==> src/sv/assert_macros.svh <==
// Assertion helpers shared by the RTL, all clocked on clock and
// switched off while reset is high.
`ifndef ASSERT_MACROS_SVH
`define ASSERT_MACROS_SVH

// Condition that must hold on every clock edge
`define ASSERT_NOW(lbl, expr) \
   lbl: assert property (@(posedge clock) disable iff (reset) (expr)) \
      else $error("invariant violated");

// Condition that must hold in the same cycle as its trigger
`define ASSERT_IMPLY(lbl, ante, cons) \
   lbl: assert property (@(posedge clock) disable iff (reset) (ante) |-> (cons)) \
      else $error("implication violated");

// Condition that must hold in the cycle after its trigger
`define ASSERT_NEXT(lbl, ante, cons) \
   lbl: assert property (@(posedge clock) disable iff (reset) (ante) |=> (cons)) \
      else $error("sequence violated");

`endif

==> src/sv/alle_pkg.sv <==
`timescale 1ns / 1ps

package alle_pkg;

   // defaults and fixed port widths
   localparam int CAPACITY_DEF   = 64;
   localparam int DATA_WIDTH_DEF = 32;
   localparam int VALUE_W        = 32;
   localparam int SLOT_PORT_W    = 6;

   typedef enum logic [1:0] {
      ST_DONE = 2'd0,
      ST_FULL = 2'd1,
      ST_BAD  = 2'd2
   } status_type;

   typedef enum logic {
      REQ_APPEND = 1'b0,
      REQ_DELETE = 1'b1
   } req_kind_type;

   // microcode addresses
   typedef logic [2:0] upc_type;
   localparam upc_type UPC_IDLE       = 3'd0;
   localparam upc_type UPC_CHECK      = 3'd1;
   localparam upc_type UPC_APP_LINK   = 3'd2;
   localparam upc_type UPC_APP_CLOSE  = 3'd3;
   localparam upc_type UPC_DEL_UNLINK = 3'd4;
   localparam upc_type UPC_DEL_PUSH   = 3'd5;
   localparam upc_type UPC_REJECT     = 3'd6;

   // sequencing: step on, wait for start, dispatch on request, jump
   typedef enum logic [1:0] {
      SEQ_NEXT,
      SEQ_WAIT,
      SEQ_DISPATCH,
      SEQ_JUMP
   } seq_type;

   // next-link write: tail->slot, slot->0, prev->next, slot->free head
   typedef enum logic [2:0] {
      NWR_NONE,
      NWR_TAIL_LINK,
      NWR_SLOT_CLR,
      NWR_PREV_LINK,
      NWR_SLOT_FREE
   } nwr_type;

   // prev-link write: slot<-tail, next<-prev, slot<-0
   typedef enum logic [1:0] {
      PWR_NONE,
      PWR_SLOT_TAIL,
      PWR_NEXT_LINK,
      PWR_SLOT_CLR
   } pwr_type;

   typedef enum logic [1:0] {
      FWR_NONE,
      FWR_CLR,
      FWR_SET
   } fwr_type;

   // list register update
   typedef enum logic [1:0] {
      LST_NONE,
      LST_APPEND,
      LST_UNLINK,
      LST_PUSH
   } lst_type;

   typedef struct packed {
      seq_type seq;
      upc_type target;
      logic    ld_rd;
      nwr_type nwr;
      pwr_type pwr;
      fwr_type fwr;
      logic    val_we;
      lst_type lst;
      logic    respond;
   } ucode_type;

   // control store
   function automatic ucode_type ucode_rom(input upc_type upc);
      ucode_type w;
      w = '{seq: SEQ_JUMP, target: UPC_IDLE, ld_rd: 1'b0, nwr: NWR_NONE,
            pwr: PWR_NONE, fwr: FWR_NONE, val_we: 1'b0, lst: LST_NONE,
            respond: 1'b0};
      case (upc)
         UPC_IDLE: begin
            w.seq    = SEQ_WAIT;
            w.target = UPC_IDLE;
         end
         UPC_CHECK: begin
            w.seq    = SEQ_DISPATCH;
            w.target = UPC_REJECT;
            w.ld_rd  = 1'b1;
         end
         UPC_APP_LINK: begin
            w.seq    = SEQ_NEXT;
            w.nwr    = NWR_TAIL_LINK;
            w.pwr    = PWR_SLOT_TAIL;
            w.fwr    = FWR_CLR;
            w.val_we = 1'b1;
            w.lst    = LST_APPEND;
         end
         UPC_APP_CLOSE: begin
            w.nwr     = NWR_SLOT_CLR;
            w.respond = 1'b1;
         end
         UPC_DEL_UNLINK: begin
            w.seq = SEQ_NEXT;
            w.nwr = NWR_PREV_LINK;
            w.pwr = PWR_NEXT_LINK;
            w.fwr = FWR_SET;
            w.lst = LST_UNLINK;
         end
         UPC_DEL_PUSH: begin
            w.nwr     = NWR_SLOT_FREE;
            w.pwr     = PWR_SLOT_CLR;
            w.lst     = LST_PUSH;
            w.respond = 1'b1;
         end
         UPC_REJECT: begin
            w.respond = 1'b1;
         end
         default: begin
            w.target = UPC_IDLE;
         end
      endcase
      return w;
   endfunction

endpackage

==> src/sv/alle_ram.sv <==
`timescale 1ns / 1ps

// Simple dual-port RAM, one write and one registered read per cycle
module alle_ram #(
   parameter int WIDTH = 8,
   parameter int DEPTH = 64
) (
   input  logic                     clock,
   input  logic                     wr_en,
   input  logic [$clog2(DEPTH)-1:0] wr_addr,
   input  logic [WIDTH-1:0]         wr_data,
   input  logic [$clog2(DEPTH)-1:0] rd_addr,
   output logic [WIDTH-1:0]         rd_data
);

   logic [WIDTH-1:0] mem_ff [DEPTH];
   logic [WIDTH-1:0] rd_data_ff;

   always_ff @(posedge clock) begin
      if (wr_en) begin
         mem_ff[wr_addr] <= wr_data;
      end
      rd_data_ff <= mem_ff[rd_addr];
   end

   assign rd_data = rd_data_ff;

endmodule

==> src/sv/array_linked_list_engine_core.sv <==
`timescale 1ns / 1ps
`include "assert_macros.svh"

// Linked-list engine: a request beat is taken when start is high and busy is
// low; busy stays high until its result has been loaded. No new request is
// taken until the last is through: an append or a delete runs three microcode
// steps after the accept, a rejected request (list full, bad or free slot)
// only the check and reject steps. The microcode program sets this: one read
// of the link memories, then two steps because the next-link memory takes one
// write per cycle. The result beat appears on the rsp_ ports in the cycle
// after the last step, with rsp_valid high for a single cycle; the receiver
// cannot stall, so it must capture every beat that rsp_valid marks. A new
// request may be accepted in the cycle that a result is shown. No clearing
// pass runs after reset: a fill mark stands in for the reset contents of
// slots never used, so the block is ready in the first cycle after reset.
module array_linked_list_engine_core
   import alle_pkg::*;
#(
   parameter int CAPACITY   = CAPACITY_DEF,
   parameter int DATA_WIDTH = DATA_WIDTH_DEF
) (
   input  logic                   clock,
   input  logic                   reset,
   input  logic                   start,
   output logic                   busy,
   input  logic                   req_type,
   input  logic [VALUE_W-1:0]     req_value,
   input  logic [SLOT_PORT_W-1:0] req_position,
   output logic                   rsp_valid,
   output logic [1:0]             rsp_status,
   output logic [SLOT_PORT_W-1:0] rsp_slot,
   output logic [VALUE_W-1:0]     rsp_removed_value,
   output logic [SLOT_PORT_W-1:0] rsp_head_slot,
   output logic [SLOT_PORT_W-1:0] rsp_tail_slot,
   output logic [SLOT_PORT_W-1:0] rsp_entry_count
);

   localparam int SLOT_W = $clog2(CAPACITY);
   localparam int CMP_W  = ((SLOT_W > SLOT_PORT_W) ? SLOT_W : SLOT_PORT_W) + 1;

   typedef logic [SLOT_W-1:0] slot_type;

   // sequencer
   upc_type   upc_ff, upc_in;
   ucode_type uw;

   // request latched at accept
   req_kind_type        kind_ff, kind_in;
   logic [DATA_WIDTH-1:0] value_ff, value_in;
   slot_type            slot_ff, slot_in;
   logic                pos_bad_ff, pos_bad_in;
   logic                fresh_ff, fresh_in;

   // list registers
   slot_type            fh_ff, fh_in;
   slot_type            first_ff, first_in;
   slot_type            last_ff, last_in;
   slot_type            count_ff, count_in;
   logic [SLOT_W:0]     fill_ff, fill_in;

   // read data after fill correction
   slot_type            n_ff, n_in;
   slot_type            p_ff, p_in;
   logic [DATA_WIDTH-1:0] rval_ff, rval_in;
   status_type          status_ff, status_in;

   // result beat
   logic                rsp_valid_ff, rsp_valid_in;
   status_type          rsp_status_ff, rsp_status_in;
   slot_type            rsp_slot_ff, rsp_slot_in;
   logic [DATA_WIDTH-1:0] rsp_rval_ff, rsp_rval_in;
   slot_type            rsp_head_ff, rsp_head_in;
   slot_type            rsp_tail_ff, rsp_tail_in;
   slot_type            rsp_count_ff, rsp_count_in;

   // memory ports
   slot_type            rd_addr;
   logic                nxt_we, prv_we, fre_we;
   slot_type            nxt_waddr, prv_waddr;
   slot_type            nxt_wdata, prv_wdata;
   logic                fre_wdata;
   slot_type            nxt_q, prv_q;
   logic                fre_q;
   logic [DATA_WIDTH-1:0] val_q;

   slot_type            n_eff, p_eff;
   logic                free_eff;
   logic                accept, reject;

   assign uw     = ucode_rom(upc_ff);
   assign busy   = (upc_ff != UPC_IDLE);
   assign accept = start && !busy;

   // one read address for all memories: the request position for a delete, else the free head
   assign rd_addr = (req_type == REQ_DELETE) ? slot_type'(req_position) : fh_ff;

   alle_ram #(.WIDTH(SLOT_W), .DEPTH(CAPACITY)) u_next_ram (
      .clock  (clock),
      .wr_en  (nxt_we),
      .wr_addr(nxt_waddr),
      .wr_data(nxt_wdata),
      .rd_addr(rd_addr),
      .rd_data(nxt_q)
   );

   alle_ram #(.WIDTH(SLOT_W), .DEPTH(CAPACITY)) u_prev_ram (
      .clock  (clock),
      .wr_en  (prv_we),
      .wr_addr(prv_waddr),
      .wr_data(prv_wdata),
      .rd_addr(rd_addr),
      .rd_data(prv_q)
   );

   alle_ram #(.WIDTH(1), .DEPTH(CAPACITY)) u_free_ram (
      .clock  (clock),
      .wr_en  (fre_we),
      .wr_addr(slot_ff),
      .wr_data(fre_wdata),
      .rd_addr(rd_addr),
      .rd_data(fre_q)
   );

   alle_ram #(.WIDTH(DATA_WIDTH), .DEPTH(CAPACITY)) u_value_ram (
      .clock  (clock),
      .wr_en  (uw.val_we),
      .wr_addr(slot_ff),
      .wr_data(value_ff),
      .rd_addr(rd_addr),
      .rd_data(val_q)
   );

   // slots at or beyond the fill mark still hold their reset links
   always_comb begin
      if (fresh_ff) begin
         n_eff    = (slot_ff == slot_type'(CAPACITY - 1)) ? '0 : slot_ff + 1'b1;
         p_eff    = '0;
         free_eff = 1'b1;
      end else begin
         n_eff    = nxt_q;
         p_eff    = prv_q;
         free_eff = fre_q;
      end
   end

   assign reject = (kind_ff == REQ_DELETE) ? (pos_bad_ff || free_eff) : (fh_ff == '0);

   // memory write selection
   always_comb begin
      nxt_we    = 1'b0;
      nxt_waddr = slot_ff;
      nxt_wdata = '0;
      case (uw.nwr)
         NWR_TAIL_LINK: begin
            nxt_we    = (last_ff != '0);
            nxt_waddr = last_ff;
            nxt_wdata = slot_ff;
         end
         NWR_SLOT_CLR: begin
            nxt_we = 1'b1;
         end
         NWR_PREV_LINK: begin
            nxt_we    = (p_ff != '0);
            nxt_waddr = p_ff;
            nxt_wdata = n_ff;
         end
         NWR_SLOT_FREE: begin
            nxt_we    = 1'b1;
            nxt_wdata = fh_ff;
         end
         default: begin
            nxt_we = 1'b0;
         end
      endcase

      prv_we    = 1'b0;
      prv_waddr = slot_ff;
      prv_wdata = '0;
      case (uw.pwr)
         PWR_SLOT_TAIL: begin
            prv_we    = 1'b1;
            prv_wdata = last_ff;
         end
         PWR_NEXT_LINK: begin
            prv_we    = (n_ff != '0);
            prv_waddr = n_ff;
            prv_wdata = p_ff;
         end
         PWR_SLOT_CLR: begin
            prv_we = 1'b1;
         end
         default: begin
            prv_we = 1'b0;
         end
      endcase

      case (uw.fwr)
         FWR_CLR: begin
            fre_we    = 1'b1;
            fre_wdata = 1'b0;
         end
         FWR_SET: begin
            fre_we    = 1'b1;
            fre_wdata = 1'b1;
         end
         default: begin
            fre_we    = 1'b0;
            fre_wdata = 1'b0;
         end
      endcase
   end

   // step counter and datapath next values
   always_comb begin
      upc_in = upc_ff + 1'b1;
      case (uw.seq)
         SEQ_WAIT: begin
            upc_in = start ? upc_ff + 1'b1 : uw.target;
         end
         SEQ_DISPATCH: begin
            if (reject) begin
               upc_in = uw.target;
            end else if (kind_ff == REQ_DELETE) begin
               upc_in = UPC_DEL_UNLINK;
            end else begin
               upc_in = upc_ff + 1'b1;
            end
         end
         SEQ_JUMP: begin
            upc_in = uw.target;
         end
         default: begin
            upc_in = upc_ff + 1'b1;
         end
      endcase

      // request capture
      kind_in    = kind_ff;
      value_in   = value_ff;
      slot_in    = slot_ff;
      pos_bad_in = pos_bad_ff;
      fresh_in   = fresh_ff;
      if (accept) begin
         kind_in    = req_kind_type'(req_type);
         value_in   = DATA_WIDTH'(req_value);
         slot_in    = rd_addr;
         pos_bad_in = (req_position == '0) ||
                      (CMP_W'(req_position) >= CMP_W'(CAPACITY));
         fresh_in   = ({1'b0, rd_addr} >= fill_ff);
      end

      // read data capture and status
      n_in      = n_ff;
      p_in      = p_ff;
      rval_in   = rval_ff;
      status_in = status_ff;
      if (uw.ld_rd) begin
         n_in    = n_eff;
         p_in    = p_eff;
         rval_in = val_q;
         if (!reject) begin
            status_in = ST_DONE;
         end else if (kind_ff == REQ_DELETE) begin
            status_in = ST_BAD;
         end else begin
            status_in = ST_FULL;
         end
      end

      // list registers
      fh_in    = fh_ff;
      first_in = first_ff;
      last_in  = last_ff;
      count_in = count_ff;
      fill_in  = fill_ff;
      case (uw.lst)
         LST_APPEND: begin
            fh_in    = n_ff;
            last_in  = slot_ff;
            count_in = count_ff + 1'b1;
            if (count_ff == '0) begin
               first_in = slot_ff;
            end
            if (fresh_ff) begin
               fill_in = fill_ff + 1'b1;
            end
         end
         LST_UNLINK: begin
            if (count_ff != '0) begin
               count_in = count_ff - 1'b1;
            end
            if (first_ff == slot_ff) begin
               first_in = n_ff;
            end
            if (last_ff == slot_ff) begin
               last_in = p_ff;
            end
         end
         LST_PUSH: begin
            fh_in = slot_ff;
         end
         default: begin
            fh_in = fh_ff;
         end
      endcase

      // result beat
      rsp_valid_in  = uw.respond;
      rsp_status_in = rsp_status_ff;
      rsp_slot_in   = rsp_slot_ff;
      rsp_rval_in   = rsp_rval_ff;
      rsp_head_in   = rsp_head_ff;
      rsp_tail_in   = rsp_tail_ff;
      rsp_count_in  = rsp_count_ff;
      if (uw.respond) begin
         rsp_status_in = status_ff;
         rsp_slot_in   = (status_ff == ST_DONE) ? slot_ff : '0;
         rsp_rval_in   = (status_ff == ST_DONE && kind_ff == REQ_DELETE) ? rval_ff : '0;
         rsp_head_in   = first_ff;
         rsp_tail_in   = last_ff;
         rsp_count_in  = count_ff;
      end
   end

   // control registers
   always_ff @(posedge clock) begin
      if (reset) begin
         upc_ff       <= UPC_IDLE;
         fh_ff        <= slot_type'(1);
         first_ff     <= '0;
         last_ff      <= '0;
         count_ff     <= '0;
         fill_ff      <= (SLOT_W + 1)'(1);
         rsp_valid_ff <= 1'b0;
      end else begin
         upc_ff       <= upc_in;
         fh_ff        <= fh_in;
         first_ff     <= first_in;
         last_ff      <= last_in;
         count_ff     <= count_in;
         fill_ff      <= fill_in;
         rsp_valid_ff <= rsp_valid_in;
      end
   end

   // payload registers
   always_ff @(posedge clock) begin
      kind_ff       <= kind_in;
      value_ff      <= value_in;
      slot_ff       <= slot_in;
      pos_bad_ff    <= pos_bad_in;
      fresh_ff      <= fresh_in;
      n_ff          <= n_in;
      p_ff          <= p_in;
      rval_ff       <= rval_in;
      status_ff     <= status_in;
      rsp_status_ff <= rsp_status_in;
      rsp_slot_ff   <= rsp_slot_in;
      rsp_rval_ff   <= rsp_rval_in;
      rsp_head_ff   <= rsp_head_in;
      rsp_tail_ff   <= rsp_tail_in;
      rsp_count_ff  <= rsp_count_in;
   end

   assign rsp_valid         = rsp_valid_ff;
   assign rsp_status        = rsp_status_ff;
   assign rsp_slot          = SLOT_PORT_W'(rsp_slot_ff);
   assign rsp_removed_value = VALUE_W'(rsp_rval_ff);
   assign rsp_head_slot     = SLOT_PORT_W'(rsp_head_ff);
   assign rsp_tail_slot     = SLOT_PORT_W'(rsp_tail_ff);
   assign rsp_entry_count   = SLOT_PORT_W'(rsp_count_ff);

   // checks
   `ASSERT_IMPLY(a_rsp_in_idle, rsp_valid_ff, upc_ff == UPC_IDLE)
   `ASSERT_NEXT(a_accept_check, accept, upc_ff == UPC_CHECK)
   `ASSERT_NOW(a_count_below_fill, (SLOT_W + 1)'(count_ff) < fill_ff)
   `ASSERT_NOW(a_empty_head, (count_ff == '0) == (first_ff == '0))

endmodule

==> config.mk <==
export PLATFORM = sky130hd
export DESIGN_NAME = array_linked_list_engine_core
export DESIGN_NICKNAME = d
export VERILOG_FILES = /design/src/sv/alle_pkg.sv /design/src/sv/alle_ram.sv /design/src/sv/array_linked_list_engine_core.sv
export VERILOG_INCLUDE_DIRS = /design/src /design/src/sv
export SDC_FILE = /design/constraint.sdc
export NUM_CORES = 2
export LEC_CHECK = 0
export BUFFER_PORTS_ARGS = -buffer_cell sky130_fd_sc_hd__buf_2
export CAP_MARGIN = 20
export CORE_ASPECT_RATIO = 1.4
export CORE_MARGIN = 5
export CORE_UTILIZATION = 55
export CTS_BUF_LIST = sky130_fd_sc_hd__clkbuf_4
export CTS_CLUSTER_DIAMETER = 50
export CTS_CLUSTER_SIZE = 8
export DETAILED_ROUTE_END_ITERATION = 8
export GPL_TIMING_DRIVEN = 0
export PLACE_DENSITY_LB_ADDON = 0.2
export SYNTH_ARGS = -nofsm -noshare
export SYNTH_HDL_FRONTEND = slang
export SYNTH_HIERARCHICAL = 1
export SYNTH_SLANG_ARGS = --single-unit
==> constraint.sdc <==
create_clock -name clock -period 6.89 [get_ports clock]
set_input_delay 1.0335 -clock clock [delete_from_list [all_inputs] [get_ports clock]]
set_output_delay 1.0335 -clock clock [all_outputs]
set_load 0.1 [all_outputs]
# Word-level counts from Yosys, hierarchy flattened
# Memories as Yosys holds them, arrays and structs flattened. A register that Yosys moved wholly into a read port is not among the register bits.
# Index checks and enable logic that the tools add are counted.
dict set report op_classes {
  n_addsub 5
  n_lt_le_gt_ge 1
  eq_ne 25
  mux 42
  reduce_logical 25
}
# op n
set op_table {}
lappend op_table {{$pmux 6 s2} 6}
lappend op_table {{$mux 6} 8}
lappend op_table {{$reduce_bool 6->1} 4}
lappend op_table {{$logic_not 6->1} 3}
lappend op_table {{$pmux 6 s3} 1}
lappend op_table {{$mux 1} 15}
lappend op_table {{$add 6x1->6 const B} 2}
lappend op_table {{$eq 3x2->1 const B} 4}
lappend op_table {{$eq 3x3->1 const B} 4}
lappend op_table {{$eq 6x6->1} 2}
lappend op_table {{$mux 3} 4}
lappend op_table {{$pmux 2 s3} 2}
lappend op_table {{$pmux 3 s4} 1}
lappend op_table {{$eq 2x2->1 const B} 5}
lappend op_table {{$pmux 3 s3} 1}
lappend op_table {{$ne 2x2->1 const B} 4}
lappend op_table {{$reduce_or 2->1} 4}
lappend op_table {{$add 7x1->7 const B} 1}
lappend op_table {{$ge 6x7->1} 1}
lappend op_table {{$eq 2x1->1 const B} 3}
lappend op_table {{$eq 3x1->1 const B} 2}
lappend op_table {{$eq 6x6->1 const B} 1}
lappend op_table {{$reduce_and 2->1} 3}
lappend op_table {{$sub 6x1->6 const B} 1}
lappend op_table {{other kinds (14)} 16}
dict set report word_totals {
  reg_bits 180
  mem_bits_rw 2880
  input_bits 42
  output_inout_bits 60
  word_cells 124
  n_memories 4
}
# memory depth word_bits rd rd_clocked_by_memory_dff wr line
set mem_list {}
lappend mem_list {u_value_ram.mem_ff 64 32 1 1 1 alle_ram.sv:16} ;# logic [WIDTH-1:0] mem_ff [DEPTH];
lappend mem_list {u_next_ram.mem_ff 64 6 1 1 1 alle_ram.sv:16}
lappend mem_list {u_prev_ram.mem_ff 64 6 1 1 1 alle_ram.sv:16}
lappend mem_list {u_free_ram.mem_ff 64 1 1 1 1 alle_ram.sv:16}

# Logic depth before layout (Yosys ltp)
dict set report depth {
  depth_word 7
  mapped_depth 15
}

# By module
# The synthesis kept the hierarchy.
# module n_inst cells_each area_each_um2 seq_area_each_um2
set by_module_without_submodules {}
lappend by_module_without_submodules {{alle_ram at u_value_ram} 1 3324 78515.3 62139.6}
lappend by_module_without_submodules {{alle_ram at u_next_ram ...} 2 720 15225.9 11651.2}
lappend by_module_without_submodules {array_linked_list_engine_core 1 572 7611.0 5054.8}
lappend by_module_without_submodules {{alle_ram at u_free_ram} 1 204 2914.0 1941.9}

# Least setup slack after synthesis
# Ideal clock, no wire load.
dict set report synth_timing {
  path_type {flip-flop to flip-flop}
  start {register upc_ff[0]}
  end {memory u_next_ram/mem_ff[0][2] in the netlist's numbering, data pin}
  arrival_ps 5166
  setup_slack_ps 1023
  stages_incl_launch_ff 11
  period_less_slack_ps 5867
  path_cell_list {dfxtp_1 inv_1 ha_1 and2_1 clkbuf_1 inv_1 ha_1 inv_1 nand2_1 clkbuf_1 o21ai_0}
}
dict set report synth_via {
  elab_chain_cells 4
}
# item line
set synth_lines {}
lappend synth_lines {{from (decl)} array_linked_list_engine_core.sv:44} ;# upc_type upc_ff, upc_in;
lappend synth_lines {{from (signal assigned)} array_linked_list_engine_core.sv:336} ;# upc_ff <= upc_in;
lappend synth_lines {{$eq 3x3->1 or $eq 3x2->1 (tied branches)} alle_pkg.sv:89} ;# case (upc)
lappend synth_lines {{$pmux 3 s4 (*)} alle_pkg.sv:89}
lappend synth_lines {{$eq 3x3->1 (tied with other cells)} array_linked_list_engine_core.sv:153} ;# case (uw.nwr)
lappend synth_lines {{$pmux 6 s3 (*)} array_linked_list_engine_core.sv:153}
lappend synth_lines {{net nxt_wdata[2]} array_linked_list_engine_core.sv:80} ;# slot_type nxt_wdata, prv_wdata;
lappend synth_lines {{to (decl)} alle_ram.sv:16}
# Mark *: on every way through the listed nets, which the timed path passes. The rest lies on a longest branch.

# Worst setup path after layout
dict set report layout_timing {
  start {input req_type}
  end {register u_value_ram.rd_data_ff[6], in the netlist u_value_ram/rd_data[6], read port of u_value_ram.mem_ff}
}
dict set report layout_via {
  elab_chain_cells 1
}
# item line
set layout_lines {}
lappend layout_lines {{from (decl)} array_linked_list_engine_core.sv:26} ;# input logic req_type,
lappend layout_lines {{$mux 6} array_linked_list_engine_core.sv:95} ;# assign rd_addr = (req_type == REQ_DELETE) ? slot_type'(req_position) : fh_ff;
lappend layout_lines {{net rd_addr[1]} array_linked_list_engine_core.sv:77} ;# slot_type rd_addr;
lappend layout_lines {{to (decl)} alle_ram.sv:17} ;# logic [WIDTH-1:0] rd_data_ff;
# The timed path passes the listed nets, and every way through them passes these cells.
# A chain may end at the register's enable or synchronous reset.

==> flow_summary.ini <==
[floorplan]
die_x_um = 404
fp-row-count = 202
dieHeight_um = 562
core_area_sq_mm = 0.216
start_util_pct = 55.2
die_area_sq_mm = 0.227
io_pins = 102

[timing]
post-route-period-util_pct = 88.4
skew_ns = 0.152
fmax_mhz = 164
max_slew_margin_pct = 16.8
worstMarginPinSlew_ns = 1.25
hold_ws_ns = 0.154
rsz0062_at_grt = no
finalHoldViolations = 0
period_minus_slack_ns = 6.09
setup_viol = 0
slew_violations = 0
finalSetupTns_ns = 0

[critical_path]
crit_path_end_kind = flop
setup.worst_path.end = u_value_ram/rd_data[6]
path_class = input pin to flop
cp_top_family = buffers and inverters
cp_slowest_stage_delay_ns = 0.92
crit_path_start_kind = input pin
r2r_end = u_value_ram/rd_data[6]
r2r-start = fh_ff[1]
crit_start = req_type
reg2regPathDepth = 10
timing.critical_path.buf_inv = 7
worst-path-max-fanout = 10
cpMostUsedCell = buf_2
crit_chain = dlygate4sd3_1 > buf_2 > clkbuf_1 > mux2_2 > buf_2 > buf_2 > buf_2 > buf_1 > nand3b_1 > o221ai_1 > a21oi_1 > a21oi_1 > nor2_1
cp.required_ns = 7.99
cp_slowest_cell = buf_1
worstPathArrival_ns = 7.19
r2r_slack_ns = 1.13
crit_cells = 13

[detailed_routing]
ant_nets = 0
routedWlPerCell_um = 36.1
num_vias = 62300
drtPass1Iterations = 6
drc = 0
via_per_inst = 6.69
first_iter_violations = 8547
wl_um = 336000

[run]
maxCapViolCount = 0

[global_route]
grt_pass1_vias = 62600
grt-ovfl-total = 0
grt_usage_pct = 29.7
grt_max_degree = 66
grt_pass1_wl_um = 470000
antenna_found_initial = 13

[logic_synthesis]
syn_area_sq_mm = 0.119
syn_inst = 5540
ys_seq_area_share_pct = 77.4
syn_nets = 5605
synth-simple-area-share_pct = 2.91
synth-compound-area-share_pct = 2.27
synth.avg_cell_area_sq_um = 21.6
yosysUniqueCellTypes = 76
yosys-mux-area-fraction_pct = 15.6
ys.flop_type = edfxtp_1
synth_top_family_by_area = multiplexers
synth-edff-count = 3025
synth-seq-cells = 3105
synthAdderAreaFrac_pct = 0.247
async_flop_share_pct = 0
ys_warn_count = 6
synth_xor_area_share_pct = 0.191

[cts]
clock_sinks = 3105
cts_buffer_depth = 4
clk-insertion-delay-late_ns = 1.33
cts_buffers = 432
cts_max_level = 5
cts_tree = built
cts_resized = 0
ctsHoldBuffers = 33
postCtsSetupRepairBufs = 0
cts-root-buf = clkbuf_4
clk_pin_slew_ns = 0.11

[place]
numPortBuffers = 100
dp_hpwl_um = 227000
place_congestion = 0.937
placed_area_sq_mm = 0.128

[hold_path]
worstHoldStart = req_position[1]
hold_path_class = input pin to flop

[pwr]
peakVddDrop_mv = 0.235
power_uw = 44400
p_per_area_mw_per_mm2 = 333
p_leak_uw = 0.0413

[final_layout]
drive_gt1_share_pct = 29.1
final_nets = 6356
design_area_sq_mm = 0.133
synthToLayoutAreaGrowth_pct = 11.3
final_core_util_pct = 61.5

[status]
status = completed
[sequential cells by signal, indices dropped and copies added (netlist names), 7 cells and up]
signal and count:
u_prev_ram/mem_ff 384, u_value_ram/mem_ff 2048, rval_ff 32, u_value_ram/rd_data 32
fill_ff 7, rsp_removed_value 32, u_free_ram/mem_ff 64, value_ff 32
u_next_ram/mem_ff 384
[how the worst min path moves through the flow]
stage	depth (start not counted)	to
detailed placement	0	rval_ff[22]
finish	2	pos_bad_ff
CTS	2	pos_bad_ff
global route	2	pos_bad_ff
floorplan	0	rval_ff[0]
global placement	0	rval_ff[7]
[layer usage]
metal / vias up / wire (um) / track usage (%)
li1: 24700 / - / -
met1: 32600 / 114000 / 37.1
met2: 4051 / 163000 / 48.6
met3: 948 / 34400 / 6.56
met4: 10 / 23900 / 16.5
met5: - / 61 / 0
[cells in the mapped netlist (all sizes together) (13+ instances only)]
| library cell | n | area (sq um) |
|---|---|---|
| edfxtp | 3025 | 90800 |
| mux4 | 747 | 16900 |
| nor2 | 370 | 1400 |
| buf | 171 | 1110 |
| mux2i | 145 | 1450 |
| clkbuf | 135 | 507 |
| o22ai | 112 | 701 |
| nand2 | 102 | 383 |
| a21oi | 89 | 445 |
| dfxtp | 80 | 1600 |
| nor2b | 47 | 294 |
| o221ai | 45 | 394 |
| nand3 | 39 | 195 |
| and3 | 36 | 225 |
| nor3 | 36 | 180 |
| o21ai | 31 | 155 |
| nand2b | 26 | 163 |
| mux2 | 25 | 282 |
| inv | 24 | 90.1 |
| ha | 22 | 275 |
| a22oi | 20 | 160 |
| a211oi | 19 | 143 |
| nand3b | 17 | 128 |
| a311oi | 14 | 148 |
| xnor2 | 14 | 123 |
| and2 | 13 | 82.6 |
| o22a | 13 | 114 |
[cells by family (layout without fill, tap and decap cells)]
family / after synthesis / in the layout
multiplexers: 917 / 917
buffers and inverters: 331 / 1228
adder cells (fa/ha/maj): 23 / 23
other: 0 / 14
XOR/XNOR: 26 / 26
flip-flops: 3105 / 3105
AND/OR/NAND/NOR: 744 / 744
AO/OA/AOI/OAI: 394 / 394
[area by class of cell]
| type | instances | area (sq um) |
|---|---|---|
| Antenna cell | 14 | 35.0 |
| Fill cell | 15100 | 83300 |
| Buffer | 306 | 1620 |
| Tap cell | 2856 | 3570 |
| Inverter | 25 | 93.8 |
| Clock buffer | 560 | 4200 |
| Timing Repair Buffer | 317 | 4860 |
| Clock inverter | 20 | 219 |
| Sequential cell | 3105 | 92400 |
| Multi-Input combinational cell | 2104 | 26000 |
[layout by cell type (no fill, tap or decap), types with 63 or more instances in the layout]
cell type and count:
mux2i_1 145, dfxtp_1 80, nor2_1 307, buf_12 92
nand2_1 102, buf_16 69, a21oi_1 82, clkbuf_1 134
nor2_4 63, buf_2 192, edfxtp_1 3025, clkbuf_4 560
mux4_2 728, o22ai_1 112
[per-stage QoR]
step | setup WS [ns] | std cells
finish | 0.800 | 9307
global route | 1.02 | 9298
CTS | 1.02 | 9289
detailed placement | 0.161 | 8676
global placement | -2.82 | 8496
floorplan | 1.02 | 5540
[power breakdown]
group	internal, uW	switching (uW)	leakage (uW)	total, uW
Clock	3830	5930	0.00267	9750
Combinational	3670	7700	0.0110	11400
Sequential	22700	542	0.0275	23200
Power figures use the tool's default switching activity.
